## config.mk

```make
export PLATFORM = sky130hd
export DESIGN_NAME = motor_start_ramp_controller_flat
export DESIGN_NICKNAME = d
export VERILOG_FILES = /design/src/rtl/msrc_pkg.sv /design/src/rtl/msrc_if.sv /design/src/rtl/msrc_cfg.sv /design/src/rtl/msrc_stage.sv /design/src/rtl/msrc_core.sv /design/src/rtl/motor_start_ramp_controller.sv /design/src/flat_wrapper.sv
export SDC_FILE = /design/constraint.sdc
export NUM_CORES = 1
export LEC_CHECK = 0
export BUFFER_PORTS_ARGS = -buffer_cell sky130_fd_sc_hd__buf_2
export CORE_UTILIZATION = 30
export DETAILED_ROUTE_END_ITERATION = 10
export SKIP_LAST_GASP = 1
export SYNTH_ARGS = -nofsm -noshare
export SYNTH_HDL_FRONTEND = slang
export SYNTH_SLANG_ARGS = --single-unit
```

## constraint.sdc

```tcl
create_clock -name clk -period 8.1 [get_ports clk]
set_clock_uncertainty 0.1 [all_clocks]
set_input_delay 1.62 -clock clk [delete_from_list [all_inputs] [get_ports clk]]
set_output_delay 1.62 -clock clk [all_outputs]
set_load 0.01 [all_outputs]
```

## src/rtl/msrc_pkg.sv

```systemverilog
`default_nettype none

package msrc_pkg;

  // Operating modes
  localparam logic [1:0] MODE_STOPPED  = 2'd0;
  localparam logic [1:0] MODE_PRESTART = 2'd1;
  localparam logic [1:0] MODE_RUNNING  = 2'd2;
  localparam logic [1:0] MODE_FAULT    = 2'd3;

  // Event codes
  localparam int unsigned ACT_W = 3;
  localparam logic [ACT_W-1:0] ACT_TICK        = 3'd0;
  localparam logic [ACT_W-1:0] ACT_START       = 3'd1;
  localparam logic [ACT_W-1:0] ACT_STOP        = 3'd2;
  localparam logic [ACT_W-1:0] ACT_SET_TARGET  = 3'd3;
  localparam logic [ACT_W-1:0] ACT_FAULT       = 3'd4;
  localparam logic [ACT_W-1:0] ACT_RESET_FAULT = 3'd5;
  localparam logic [ACT_W-1:0] ACT_ILOCK_CLOSE = 3'd6;
  localparam logic [ACT_W-1:0] ACT_ILOCK_OPEN  = 3'd7;

  // Config register indexes
  localparam int unsigned CFG_AW = 2;
  localparam logic [CFG_AW-1:0] CFG_RAMP_INTERVAL = 2'd0;
  localparam logic [CFG_AW-1:0] CFG_START_DELAY   = 2'd1;
  localparam logic [CFG_AW-1:0] CFG_BASE_SPEED    = 2'd2;

  // Reset values
  localparam longint RAMP_INTERVAL_RST = 80;
  localparam longint START_DELAY_RST   = 10000;
  localparam longint BASE_SPEED_RST    = 10;

  typedef struct packed {
    logic [1:0] mode;
    logic       fault_active;
    logic       interlock_state;
    logic       mode_changed;
    logic       speed_reported;
  } msrc_flags_t;

endpackage

`default_nettype wire

```

## src/rtl/msrc_if.sv

```systemverilog
`default_nettype none

interface msrc_in_if #(
  parameter int SPEED_WIDTH = 12
);
  logic                   valid;
  logic                   ready;
  logic [2:0]             action;
  logic [SPEED_WIDTH-1:0] target_speed;

  modport source (output valid, action, target_speed, input ready);
  modport sink   (input valid, action, target_speed, output ready);
endinterface

interface msrc_out_if #(
  parameter int SPEED_WIDTH = 12
);
  logic                   valid;
  logic                   ready;
  logic [1:0]             mode;
  logic [SPEED_WIDTH-1:0] current_speed;
  logic                   fault_active;
  logic                   interlock_state;
  logic                   mode_changed;
  logic                   speed_reported;

  modport source (output valid, mode, current_speed, fault_active, interlock_state,
                  mode_changed, speed_reported, input ready);
  modport sink   (input valid, mode, current_speed, fault_active, interlock_state,
                  mode_changed, speed_reported, output ready);
endinterface

`default_nettype wire

```

## src/rtl/msrc_cfg.sv

```systemverilog
`default_nettype none

module msrc_cfg
  import msrc_pkg::*;
#(
  parameter int SPEED_WIDTH = 12,
  parameter int TIMER_WIDTH = 16,
  parameter int CFG_DW      = 16
) (
  input  logic                   clk,
  input  logic                   rst_n,
  input  logic                   we,
  input  logic [CFG_AW-1:0]      index,
  input  logic [CFG_DW-1:0]      wdata,
  output logic [TIMER_WIDTH-1:0] ramp_interval,
  output logic [TIMER_WIDTH-1:0] start_delay,
  output logic [SPEED_WIDTH-1:0] base_speed
);

  localparam longint SPEED_MAX = (longint'(1) << SPEED_WIDTH) - 1;
  localparam logic [SPEED_WIDTH-1:0] BASE_RST =
    (BASE_SPEED_RST > SPEED_MAX) ? '1 : SPEED_WIDTH'(BASE_SPEED_RST);

  logic [TIMER_WIDTH-1:0] ramp_interval_r;
  logic [TIMER_WIDTH-1:0] start_delay_r;
  logic [SPEED_WIDTH-1:0] base_speed_r;

  always_ff @(posedge clk) begin
    if (!rst_n) begin
      ramp_interval_r <= TIMER_WIDTH'(RAMP_INTERVAL_RST);
      start_delay_r   <= TIMER_WIDTH'(START_DELAY_RST);
      base_speed_r    <= BASE_RST;
    end else if (we) begin
      case (index)
        CFG_RAMP_INTERVAL: ramp_interval_r <= wdata[TIMER_WIDTH-1:0];
        CFG_START_DELAY:   start_delay_r   <= wdata[TIMER_WIDTH-1:0];
        CFG_BASE_SPEED:    base_speed_r    <= wdata[SPEED_WIDTH-1:0];
        default: ;  // unmapped index, dropped
      endcase
    end
  end

  assign ramp_interval = ramp_interval_r;
  assign start_delay   = start_delay_r;
  assign base_speed    = base_speed_r;

endmodule

`default_nettype wire

```

## src/rtl/msrc_stage.sv

```systemverilog
`default_nettype none

// Full-rate valid/ready register slice.
module msrc_stage #(
  parameter int W = 8
) (
  input  logic         clk,
  input  logic         rst_n,
  input  logic         in_valid,
  output logic         in_ready,
  input  logic [W-1:0] in_data,
  output logic         out_valid,
  input  logic         out_ready,
  output logic [W-1:0] out_data
);

  logic         valid_r;
  logic [W-1:0] data_r;

  assign in_ready = !valid_r || out_ready;

  always_ff @(posedge clk) begin
    if (!rst_n) begin
      valid_r <= 1'b0;
    end else if (in_ready) begin
      valid_r <= in_valid;
    end
  end

  always_ff @(posedge clk) begin
    if (in_valid && in_ready) begin
      data_r <= in_data;
    end
  end

  assign out_valid = valid_r;
  assign out_data  = data_r;

endmodule

`default_nettype wire

```

## src/rtl/msrc_core.sv

```systemverilog
`default_nettype none

module msrc_core
  import msrc_pkg::*;
#(
  parameter int SPEED_WIDTH = 12,
  parameter int TIMER_WIDTH = 16
) (
  input  logic                   clk,
  input  logic                   rst_n,
  input  logic                   step,
  input  logic [ACT_W-1:0]       action,
  input  logic [SPEED_WIDTH-1:0] target_speed,
  input  logic [TIMER_WIDTH-1:0] ramp_interval,
  input  logic [TIMER_WIDTH-1:0] start_delay,
  input  logic [SPEED_WIDTH-1:0] base_speed,
  output logic [SPEED_WIDTH-1:0] res_speed,
  output msrc_flags_t            res_flags
);

  localparam longint SPEED_MAX = (longint'(1) << SPEED_WIDTH) - 1;
  localparam logic [SPEED_WIDTH-1:0] SPEED_RST =
    (BASE_SPEED_RST > SPEED_MAX) ? '1 : SPEED_WIDTH'(BASE_SPEED_RST);

  logic [1:0]             mode_r,  mode_nxt;
  logic [SPEED_WIDTH-1:0] speed_r, speed_nxt;
  logic [SPEED_WIDTH-1:0] goal_r,  goal_nxt;
  logic                   fault_r, fault_nxt;
  logic                   ilock_r, ilock_nxt;
  logic [TIMER_WIDTH-1:0] phase_r, phase_nxt;
  logic [TIMER_WIDTH-1:0] cdown_r, cdown_nxt;
  logic                   mchg, spd;

  // Tick path: delay countdown first, then the ramp timer
  logic [TIMER_WIDTH-1:0] cdown_dec;
  logic                   expire;
  logic [1:0]             mode_tick;
  logic [SPEED_WIDTH-1:0] speed_tick, goal_tick, speed_ramp;
  logic [TIMER_WIDTH-1:0] phase_inc;
  logic                   fire;

  assign cdown_dec  = (cdown_r != '0) ? cdown_r - TIMER_WIDTH'(1) : cdown_r;
  assign expire     = (mode_r == MODE_PRESTART) && (cdown_dec == '0);
  assign mode_tick  = expire ? MODE_RUNNING : mode_r;
  assign speed_tick = expire ? base_speed : speed_r;
  assign goal_tick  = expire ? base_speed : goal_r;

  // interval of zero behaves as one: compare >= 0 always fires
  assign phase_inc  = phase_r + TIMER_WIDTH'(1);
  assign fire       = (phase_inc >= ramp_interval) || (phase_inc == '0);

  assign speed_ramp = (speed_tick < goal_tick) ? speed_tick + SPEED_WIDTH'(1) :
                      (speed_tick > goal_tick) ? speed_tick - SPEED_WIDTH'(1) : speed_tick;

  always_comb begin
    mode_nxt  = mode_r;
    speed_nxt = speed_r;
    goal_nxt  = goal_r;
    fault_nxt = fault_r;
    ilock_nxt = ilock_r;
    phase_nxt = phase_r;
    cdown_nxt = cdown_r;
    mchg      = 1'b0;
    spd       = 1'b0;
    case (action)
      ACT_TICK: begin
        mode_nxt  = mode_tick;
        speed_nxt = speed_tick;
        goal_nxt  = goal_tick;
        if (mode_r == MODE_PRESTART) begin
          cdown_nxt = cdown_dec;
        end
        mchg      = expire;
        spd       = expire;
        phase_nxt = fire ? '0 : phase_inc;
        if (fire && (mode_tick == MODE_RUNNING)) begin
          speed_nxt = speed_ramp;
          spd       = 1'b1;
        end
      end
      ACT_START: begin
        if (!fault_r && (mode_r == MODE_STOPPED)) begin
          mode_nxt  = MODE_PRESTART;
          cdown_nxt = (start_delay == '0) ? TIMER_WIDTH'(1) : start_delay;
          mchg      = 1'b1;
        end
      end
      ACT_STOP: begin
        if (!fault_r) begin
          mode_nxt  = MODE_STOPPED;
          cdown_nxt = '0;
          speed_nxt = base_speed;
          goal_nxt  = base_speed;
          mchg      = 1'b1;
          spd       = 1'b1;
        end
      end
      ACT_SET_TARGET: begin
        goal_nxt = target_speed;
      end
      ACT_FAULT: begin
        mode_nxt  = MODE_FAULT;
        fault_nxt = 1'b1;
        cdown_nxt = '0;
        speed_nxt = base_speed;
        goal_nxt  = base_speed;
        mchg      = 1'b1;
        spd       = 1'b1;
      end
      ACT_RESET_FAULT: begin
        if (!ilock_r) begin
          mode_nxt  = MODE_STOPPED;
          fault_nxt = 1'b0;
          cdown_nxt = '0;
          mchg      = 1'b1;
        end
      end
      ACT_ILOCK_CLOSE: ilock_nxt = 1'b1;
      ACT_ILOCK_OPEN:  ilock_nxt = 1'b0;
      default: ;
    endcase
  end

  always_ff @(posedge clk) begin
    if (!rst_n) begin
      mode_r  <= MODE_STOPPED;
      speed_r <= SPEED_RST;
      goal_r  <= SPEED_RST;
      fault_r <= 1'b0;
      ilock_r <= 1'b0;
      phase_r <= '0;
      cdown_r <= '0;
    end else if (step) begin
      mode_r  <= mode_nxt;
      speed_r <= speed_nxt;
      goal_r  <= goal_nxt;
      fault_r <= fault_nxt;
      ilock_r <= ilock_nxt;
      phase_r <= phase_nxt;
      cdown_r <= cdown_nxt;
    end
  end

  assign res_speed                 = speed_nxt;
  assign res_flags.mode            = mode_nxt;
  assign res_flags.fault_active    = fault_nxt;
  assign res_flags.interlock_state = ilock_nxt;
  assign res_flags.mode_changed    = mchg;
  assign res_flags.speed_reported  = spd;

endmodule

`default_nettype wire

```

## src/rtl/motor_start_ramp_controller.sv

```systemverilog
// Path: an input transfer goes through the input register, then the result register
//   written by the mode/speed update, to out_ch. Throughput: one event per cycle
//   while out_ch accepts; the state update is a single compare/increment pass.
// Reset: rst_n synchronous, active low. Mode stopped, speed and target 10, latches and
//   timers clear, config back to ramp_interval 80, start_delay 10000, base_speed 10.
`default_nettype none

module motor_start_ramp_controller
  import msrc_pkg::*;
#(
  parameter int SPEED_WIDTH = 12,
  parameter int TIMER_WIDTH = 16
) (
  input  logic             clk,
  input  logic             rst_n,
  msrc_in_if.sink          in_ch,
  msrc_out_if.source       out_ch,
  input  logic             cfg_we,
  input  logic [CFG_AW-1:0] cfg_index,
  input  logic [((TIMER_WIDTH > SPEED_WIDTH) ? TIMER_WIDTH : SPEED_WIDTH)-1:0] cfg_wdata
);

  localparam int CFG_DW = (TIMER_WIDTH > SPEED_WIDTH) ? TIMER_WIDTH : SPEED_WIDTH;
  localparam int IN_W   = ACT_W + SPEED_WIDTH;
  localparam int OUT_W  = SPEED_WIDTH + $bits(msrc_flags_t);

  // ---------------------------------------------------------------------------
  // Configuration registers. User writes only while the block is quiet (not enforced).
  // ---------------------------------------------------------------------------
  logic [TIMER_WIDTH-1:0] ramp_interval;
  logic [TIMER_WIDTH-1:0] start_delay;
  logic [SPEED_WIDTH-1:0] base_speed;

  msrc_cfg #(
    .SPEED_WIDTH (SPEED_WIDTH),
    .TIMER_WIDTH (TIMER_WIDTH),
    .CFG_DW      (CFG_DW)
  ) u_cfg (
    .clk           (clk),
    .rst_n         (rst_n),
    .we            (cfg_we),
    .index         (cfg_index),
    .wdata         (cfg_wdata),
    .ramp_interval (ramp_interval),
    .start_delay   (start_delay),
    .base_speed    (base_speed)
  );

  // ---------------------------------------------------------------------------
  // Input register: event code and target, captured on each in_ch transfer.
  // ---------------------------------------------------------------------------
  logic                   ev_valid;
  logic                   ev_ready;
  logic [IN_W-1:0]        ev_data;
  logic [ACT_W-1:0]       ev_action;
  logic [SPEED_WIDTH-1:0] ev_target;

  msrc_stage #(.W(IN_W)) u_in_stage (
    .clk       (clk),
    .rst_n     (rst_n),
    .in_valid  (in_ch.valid),
    .in_ready  (in_ch.ready),
    .in_data   ({in_ch.action, in_ch.target_speed}),
    .out_valid (ev_valid),
    .out_ready (ev_ready),
    .out_data  (ev_data)
  );

  assign ev_action = ev_data[IN_W-1 -: ACT_W];
  assign ev_target = ev_data[SPEED_WIDTH-1:0];

  // ---------------------------------------------------------------------------
  // Sequencer state. The state commits on the same edge the result is
  // written to the output register, so each event sees the previous one's
  // state even when events arrive every cycle.
  // ---------------------------------------------------------------------------
  logic                   step;
  logic [SPEED_WIDTH-1:0] res_speed;
  msrc_flags_t            res_flags;

  assign step = ev_valid && ev_ready;

  msrc_core #(
    .SPEED_WIDTH (SPEED_WIDTH),
    .TIMER_WIDTH (TIMER_WIDTH)
  ) u_core (
    .clk           (clk),
    .rst_n         (rst_n),
    .step          (step),
    .action        (ev_action),
    .target_speed  (ev_target),
    .ramp_interval (ramp_interval),
    .start_delay   (start_delay),
    .base_speed    (base_speed),
    .res_speed     (res_speed),
    .res_flags     (res_flags)
  );

  // ---------------------------------------------------------------------------
  // Result register. Holds a finished result while out_ch is stalled; the input
  // register can still take one more event, then in_ch stalls as well.
  // ---------------------------------------------------------------------------
  logic [OUT_W-1:0] out_data;
  msrc_flags_t      out_flags;

  msrc_stage #(.W(OUT_W)) u_out_stage (
    .clk       (clk),
    .rst_n     (rst_n),
    .in_valid  (ev_valid),
    .in_ready  (ev_ready),
    .in_data   ({res_speed, res_flags}),
    .out_valid (out_ch.valid),
    .out_ready (out_ch.ready),
    .out_data  (out_data)
  );

  assign out_flags              = out_data[$bits(msrc_flags_t)-1:0];
  assign out_ch.current_speed   = out_data[OUT_W-1 -: SPEED_WIDTH];
  assign out_ch.mode            = out_flags.mode;
  assign out_ch.fault_active    = out_flags.fault_active;
  assign out_ch.interlock_state = out_flags.interlock_state;
  assign out_ch.mode_changed    = out_flags.mode_changed;
  assign out_ch.speed_reported  = out_flags.speed_reported;

endmodule

`default_nettype wire

```

## src/flat_wrapper.sv

```systemverilog
// flat-port wrapper written by rule: the top's interface ports become plain ports
module motor_start_ramp_controller_flat import msrc_pkg::*;
#(
  parameter int SPEED_WIDTH = 12,
  parameter int TIMER_WIDTH = 16
)
  (clk, rst_n, cfg_we, cfg_index, cfg_wdata, in_ch_valid, in_ch_action, in_ch_target_speed, in_ch_ready, out_ch_valid, out_ch_mode, out_ch_current_speed, out_ch_fault_active, out_ch_interlock_state, out_ch_mode_changed, out_ch_speed_reported, out_ch_ready);
  msrc_in_if #(.SPEED_WIDTH(SPEED_WIDTH)) in_ch_i ();
  msrc_out_if #(.SPEED_WIDTH(SPEED_WIDTH)) out_ch_i ();
  input  logic clk;
  input  logic rst_n;
  input  logic cfg_we;
  input  logic [CFG_AW-1:0] cfg_index;
  input  logic [((TIMER_WIDTH > SPEED_WIDTH) ? TIMER_WIDTH : SPEED_WIDTH)-1:0] cfg_wdata;
  input wire logic [$bits(in_ch_i.valid)-1:0] in_ch_valid;
  input wire logic [$bits(in_ch_i.action)-1:0] in_ch_action;
  input wire logic [$bits(in_ch_i.target_speed)-1:0] in_ch_target_speed;
  output wire logic [$bits(in_ch_i.ready)-1:0] in_ch_ready;
  output wire logic [$bits(out_ch_i.valid)-1:0] out_ch_valid;
  output wire logic [$bits(out_ch_i.mode)-1:0] out_ch_mode;
  output wire logic [$bits(out_ch_i.current_speed)-1:0] out_ch_current_speed;
  output wire logic [$bits(out_ch_i.fault_active)-1:0] out_ch_fault_active;
  output wire logic [$bits(out_ch_i.interlock_state)-1:0] out_ch_interlock_state;
  output wire logic [$bits(out_ch_i.mode_changed)-1:0] out_ch_mode_changed;
  output wire logic [$bits(out_ch_i.speed_reported)-1:0] out_ch_speed_reported;
  input wire logic [$bits(out_ch_i.ready)-1:0] out_ch_ready;
  assign in_ch_i.valid = in_ch_valid;
  assign in_ch_i.action = in_ch_action;
  assign in_ch_i.target_speed = in_ch_target_speed;
  assign in_ch_ready = in_ch_i.ready;
  assign out_ch_valid = out_ch_i.valid;
  assign out_ch_mode = out_ch_i.mode;
  assign out_ch_current_speed = out_ch_i.current_speed;
  assign out_ch_fault_active = out_ch_i.fault_active;
  assign out_ch_interlock_state = out_ch_i.interlock_state;
  assign out_ch_mode_changed = out_ch_i.mode_changed;
  assign out_ch_speed_reported = out_ch_i.speed_reported;
  assign out_ch_i.ready = out_ch_ready;
  motor_start_ramp_controller #(.SPEED_WIDTH(SPEED_WIDTH), .TIMER_WIDTH(TIMER_WIDTH)) u_core (.clk(clk), .rst_n(rst_n), .in_ch(in_ch_i), .out_ch(out_ch_i), .cfg_we(cfg_we), .cfg_index(cfg_index), .cfg_wdata(cfg_wdata));
endmodule
```

==> metrics <==
Hold Buf Count CTS 0; final hold vios 0; final-report setup violation count 0; Yosys cell types 89; grt ovf 0; syn_nets 1,137; CP Max Fanout 22; H-tree Lvls 4; gate count after technology mapping 1,066; normalized max-slew margin 0.184; leading area contributor after synthesis dfxtp_1; Cells on Worst Hold Path 2; P_leak 3.64 nW; Setup WS post-layout 1.79 ns; fraction of layout instances using a drive strength above 1 0.123; type of the worst setup path flop to flop; Skew-Pair Late Insertion Delay 0.43 ns; DRC viols 0; top-area cell type share of the netlist area 0.248; top post-synthesis cells by area dfxtp_1, edfxtp_1, nand2_1; Worst EP arrival 6.38 ns; routed vias 7,821; Worst-Margin Slew 1.22 ns; non-filler instance count after layout 1,461; status complete, no violations; Clock transition at path regs 0.07 ns; initial core utilization 0.307; Mean Syn Cell Area 8.04 um^2; VDD IR-drop max 103 uV; Final Cycle Share 0.779; GRT Total Usage 0.180; cts bufs inserted 17; PostCTS Resize Cnt 0; largest net degree at the start of global routing 79; main flop type after synthesis dfxtp_1; crit path launch type flop; GPL Wtd Cong 0.955; share of the yosys chip area belonging to registers 0.363; clk sinks 139; Die Y 171 um; initial antenna violation count 0; power density cells 197 mW/mm^2; chip width 171 um; Slew Limit Fails 0; # rows 61; Post-CTS Setup Inserts 0; DR pass1 iterations 5; routed len/inst 17.4 um; Iter 0 DRT Violations 723; CTS root buf clkbuf_16; FF-to-FF path depth 21; Cell Area, Synth 0.00857 mm^2; Crit. End Element flop; RSZ-0062 raised after global routing no; layout net count 1,141; number of fill cells 3,009; ANT cells 0; crit path time final 6.31 ns; Reg area 0.00311 mm^2; WP data required 8.18 ns; FF+latch count, synth 139; vias in the first global route 7,332; multi-input logic area 0.00498 mm^2; first-pass GRT wire length 40,700 um; area delta synth->final 12.4%; die area 0.0292 mm^2; dpl cells 1,429; HPWL Detailed 18,100 um; TritonCTS clock tree done; hold crit path type flop to flop; Total Wirelength 25,400 um; final core utilization 0.345; IO Count 58; synth warn 0; Max-Cap Viols 0; CORE AREA 0.0279 mm^2; routed vias/inst 5.35; port bufs 57; fmax 0.159 GHz; setup TNS 0 ns; Longest Clk Path Bufs 2; pre-CTS setup slack 1.86 ns; Final ANT Viol Nets 0; EDFF count, synth 33; async set-reset flop share out of synthesis 0
==> sequential cells by signal, summed over array words and instances, names as in the netlist, 2 cells and up <==
name	count
u_core.u_core.goal_r	12
u_core.u_cfg.ramp_interval	16
u_core.u_cfg.base_speed	12
u_core.u_in_stage.out_data	15
u_core.u_core.cdown_r	16
u_core.u_core.phase_r	16
u_core.u_core.speed_r	12
u_core.u_core.mode_r	2
u_core.u_cfg.start_delay	16
u_core.u_out_stage.out_data	18
==> stage by stage <==
stage / hold slack (ns) / instance area, um^2 / power [mW]
6_report: 0.355 / 9630 / 1.90
5_1_grt: 0.369 / 9630 / 1.99
4_1_cts: 0.356 / 9630 / 1.91
3_5_place_dp: 0.347 / 9050 / 1.12
3_3_place_gp: 0.340 / 9050 / 1.13
2_1_floorplan: 0.332 / 8570 / 1.03
==> synthesized netlist by cell type (5+ instances only) <==
cell	number
mux2_2	7
xnor2_1	16
and4_1	8
o22ai_1	14
dfxtp_1	106
nor2_1	82
a21o_1	12
nand3_1	46
xor2_1	8
o21ai_0	49
clkbuf_1	66
or4_1	7
inv_1	34
a21oi_1	109
nor3_1	30
a31oi_1	9
nor4b_1	6
ha_1	33
and3_1	9
nor2b_1	12
a22oi_1	10
nand2b_1	11
mux2i_1	19
nor4_1	23
and2_1	11
a211oi_1	17
buf_1	5
o31a_1	5
or3_1	6
edfxtp_1	33
nand4_1	12
nand2_1	150
o21a_1	10
==> worst max-delay path, stage by stage (launching register included) <==
cell and delay (ns):
dfxtp_1 0.36, inv_1 0.12, ha_1 0.16, or4b_4 0.48
or4b_4 0.62, or4_1 0.45, o21ai_2 0.09, nand2_2 0.17
nor2_4 0.58, mux2_2 0.43, ha_1 0.18, a21o_1 0.17
a21oi_1 0.16, o21ai_0 0.16, a221oi_2 0.29, buf_4 0.28
and2_0 0.35, nor2_1 0.10, nor3_1 0.25, xor2_1 0.12
a222oi_1 0.36, inv_1 0.07
==> power by group <==
| part | internal (mW) | switching (mW) | leakage (nW) |
|---|---|---|---|
| sequential | 0.742 | 0.0372 | 1.18 |
| combinational | 0.120 | 0.217 | 2.18 |
| clock | 0.448 | 0.339 | 0.283 |
==> routing by layer <==
metal / share of wire / global-route usage / vias to the layer above
li1: - / - / 3891
met5: 0 / 0 / -
met4: 0.025 / 0.0656 / 0
met3: 0.051 / 0.0340 / 35
met2: 0.45 / 0.276 / 206
met1: 0.48 / 0.248 / 3689
==> layout by cell type (no fill, tap or decap), types with 23 or more instances in the layout <==
cell and instances:
inv_1 34, o21ai_0 49, dfxtp_1 106, ha_1 33, nor2_1 82, edfxtp_1 33, buf_2 57, nor4_1 23
nand2_1 150, nor3_1 30, a21oi_1 109, nand3_1 46
==> kinds of logic after synthesis <==
| group | after synthesis | share of synthesized area |
|---|---|---|
| muxes | 27 | 0.0331 |
| DFF | 139 | 0.363 |
| buffers and inverters | 116 | 0.0565 |
| and+or+nand+nor | 438 | 0.255 |
| adders and majority gates | 34 | 0.0494 |
| AOI/OAI and AO/OA | 288 | 0.218 |
| xor gates and xnor gates | 24 | 0.0245 |
==> layout make-up <==
cell class / instances / area share
clock buffers: 19 / 0.0471
flip-flops and latches: 139 / 0.323
well taps: 378 / 0.0491
inverters: 35 / 0.0136
repair buffers: 66 / 0.0366
clock inverters: 13 / 0.0131
multi-input cells: 811 / 0.517
==> worst paths after layout <==
check	slack, ns	startpoint	to
max	1.79	u_core.u_core.cdown_r[0]	u_core.u_out_stage.out_data[8]
min	0.36	u_core.u_cfg.ramp_interval[14]	u_core.u_cfg.ramp_interval[14]
max reg2reg	1.79	u_core.u_core.cdown_r[0]	u_core.u_out_stage.out_data[8]
min reg2reg	0.36	u_core.u_cfg.ramp_interval[14]	u_core.u_cfg.ramp_interval[14]
No activity file was read; power rests on OpenSTA's default activity.
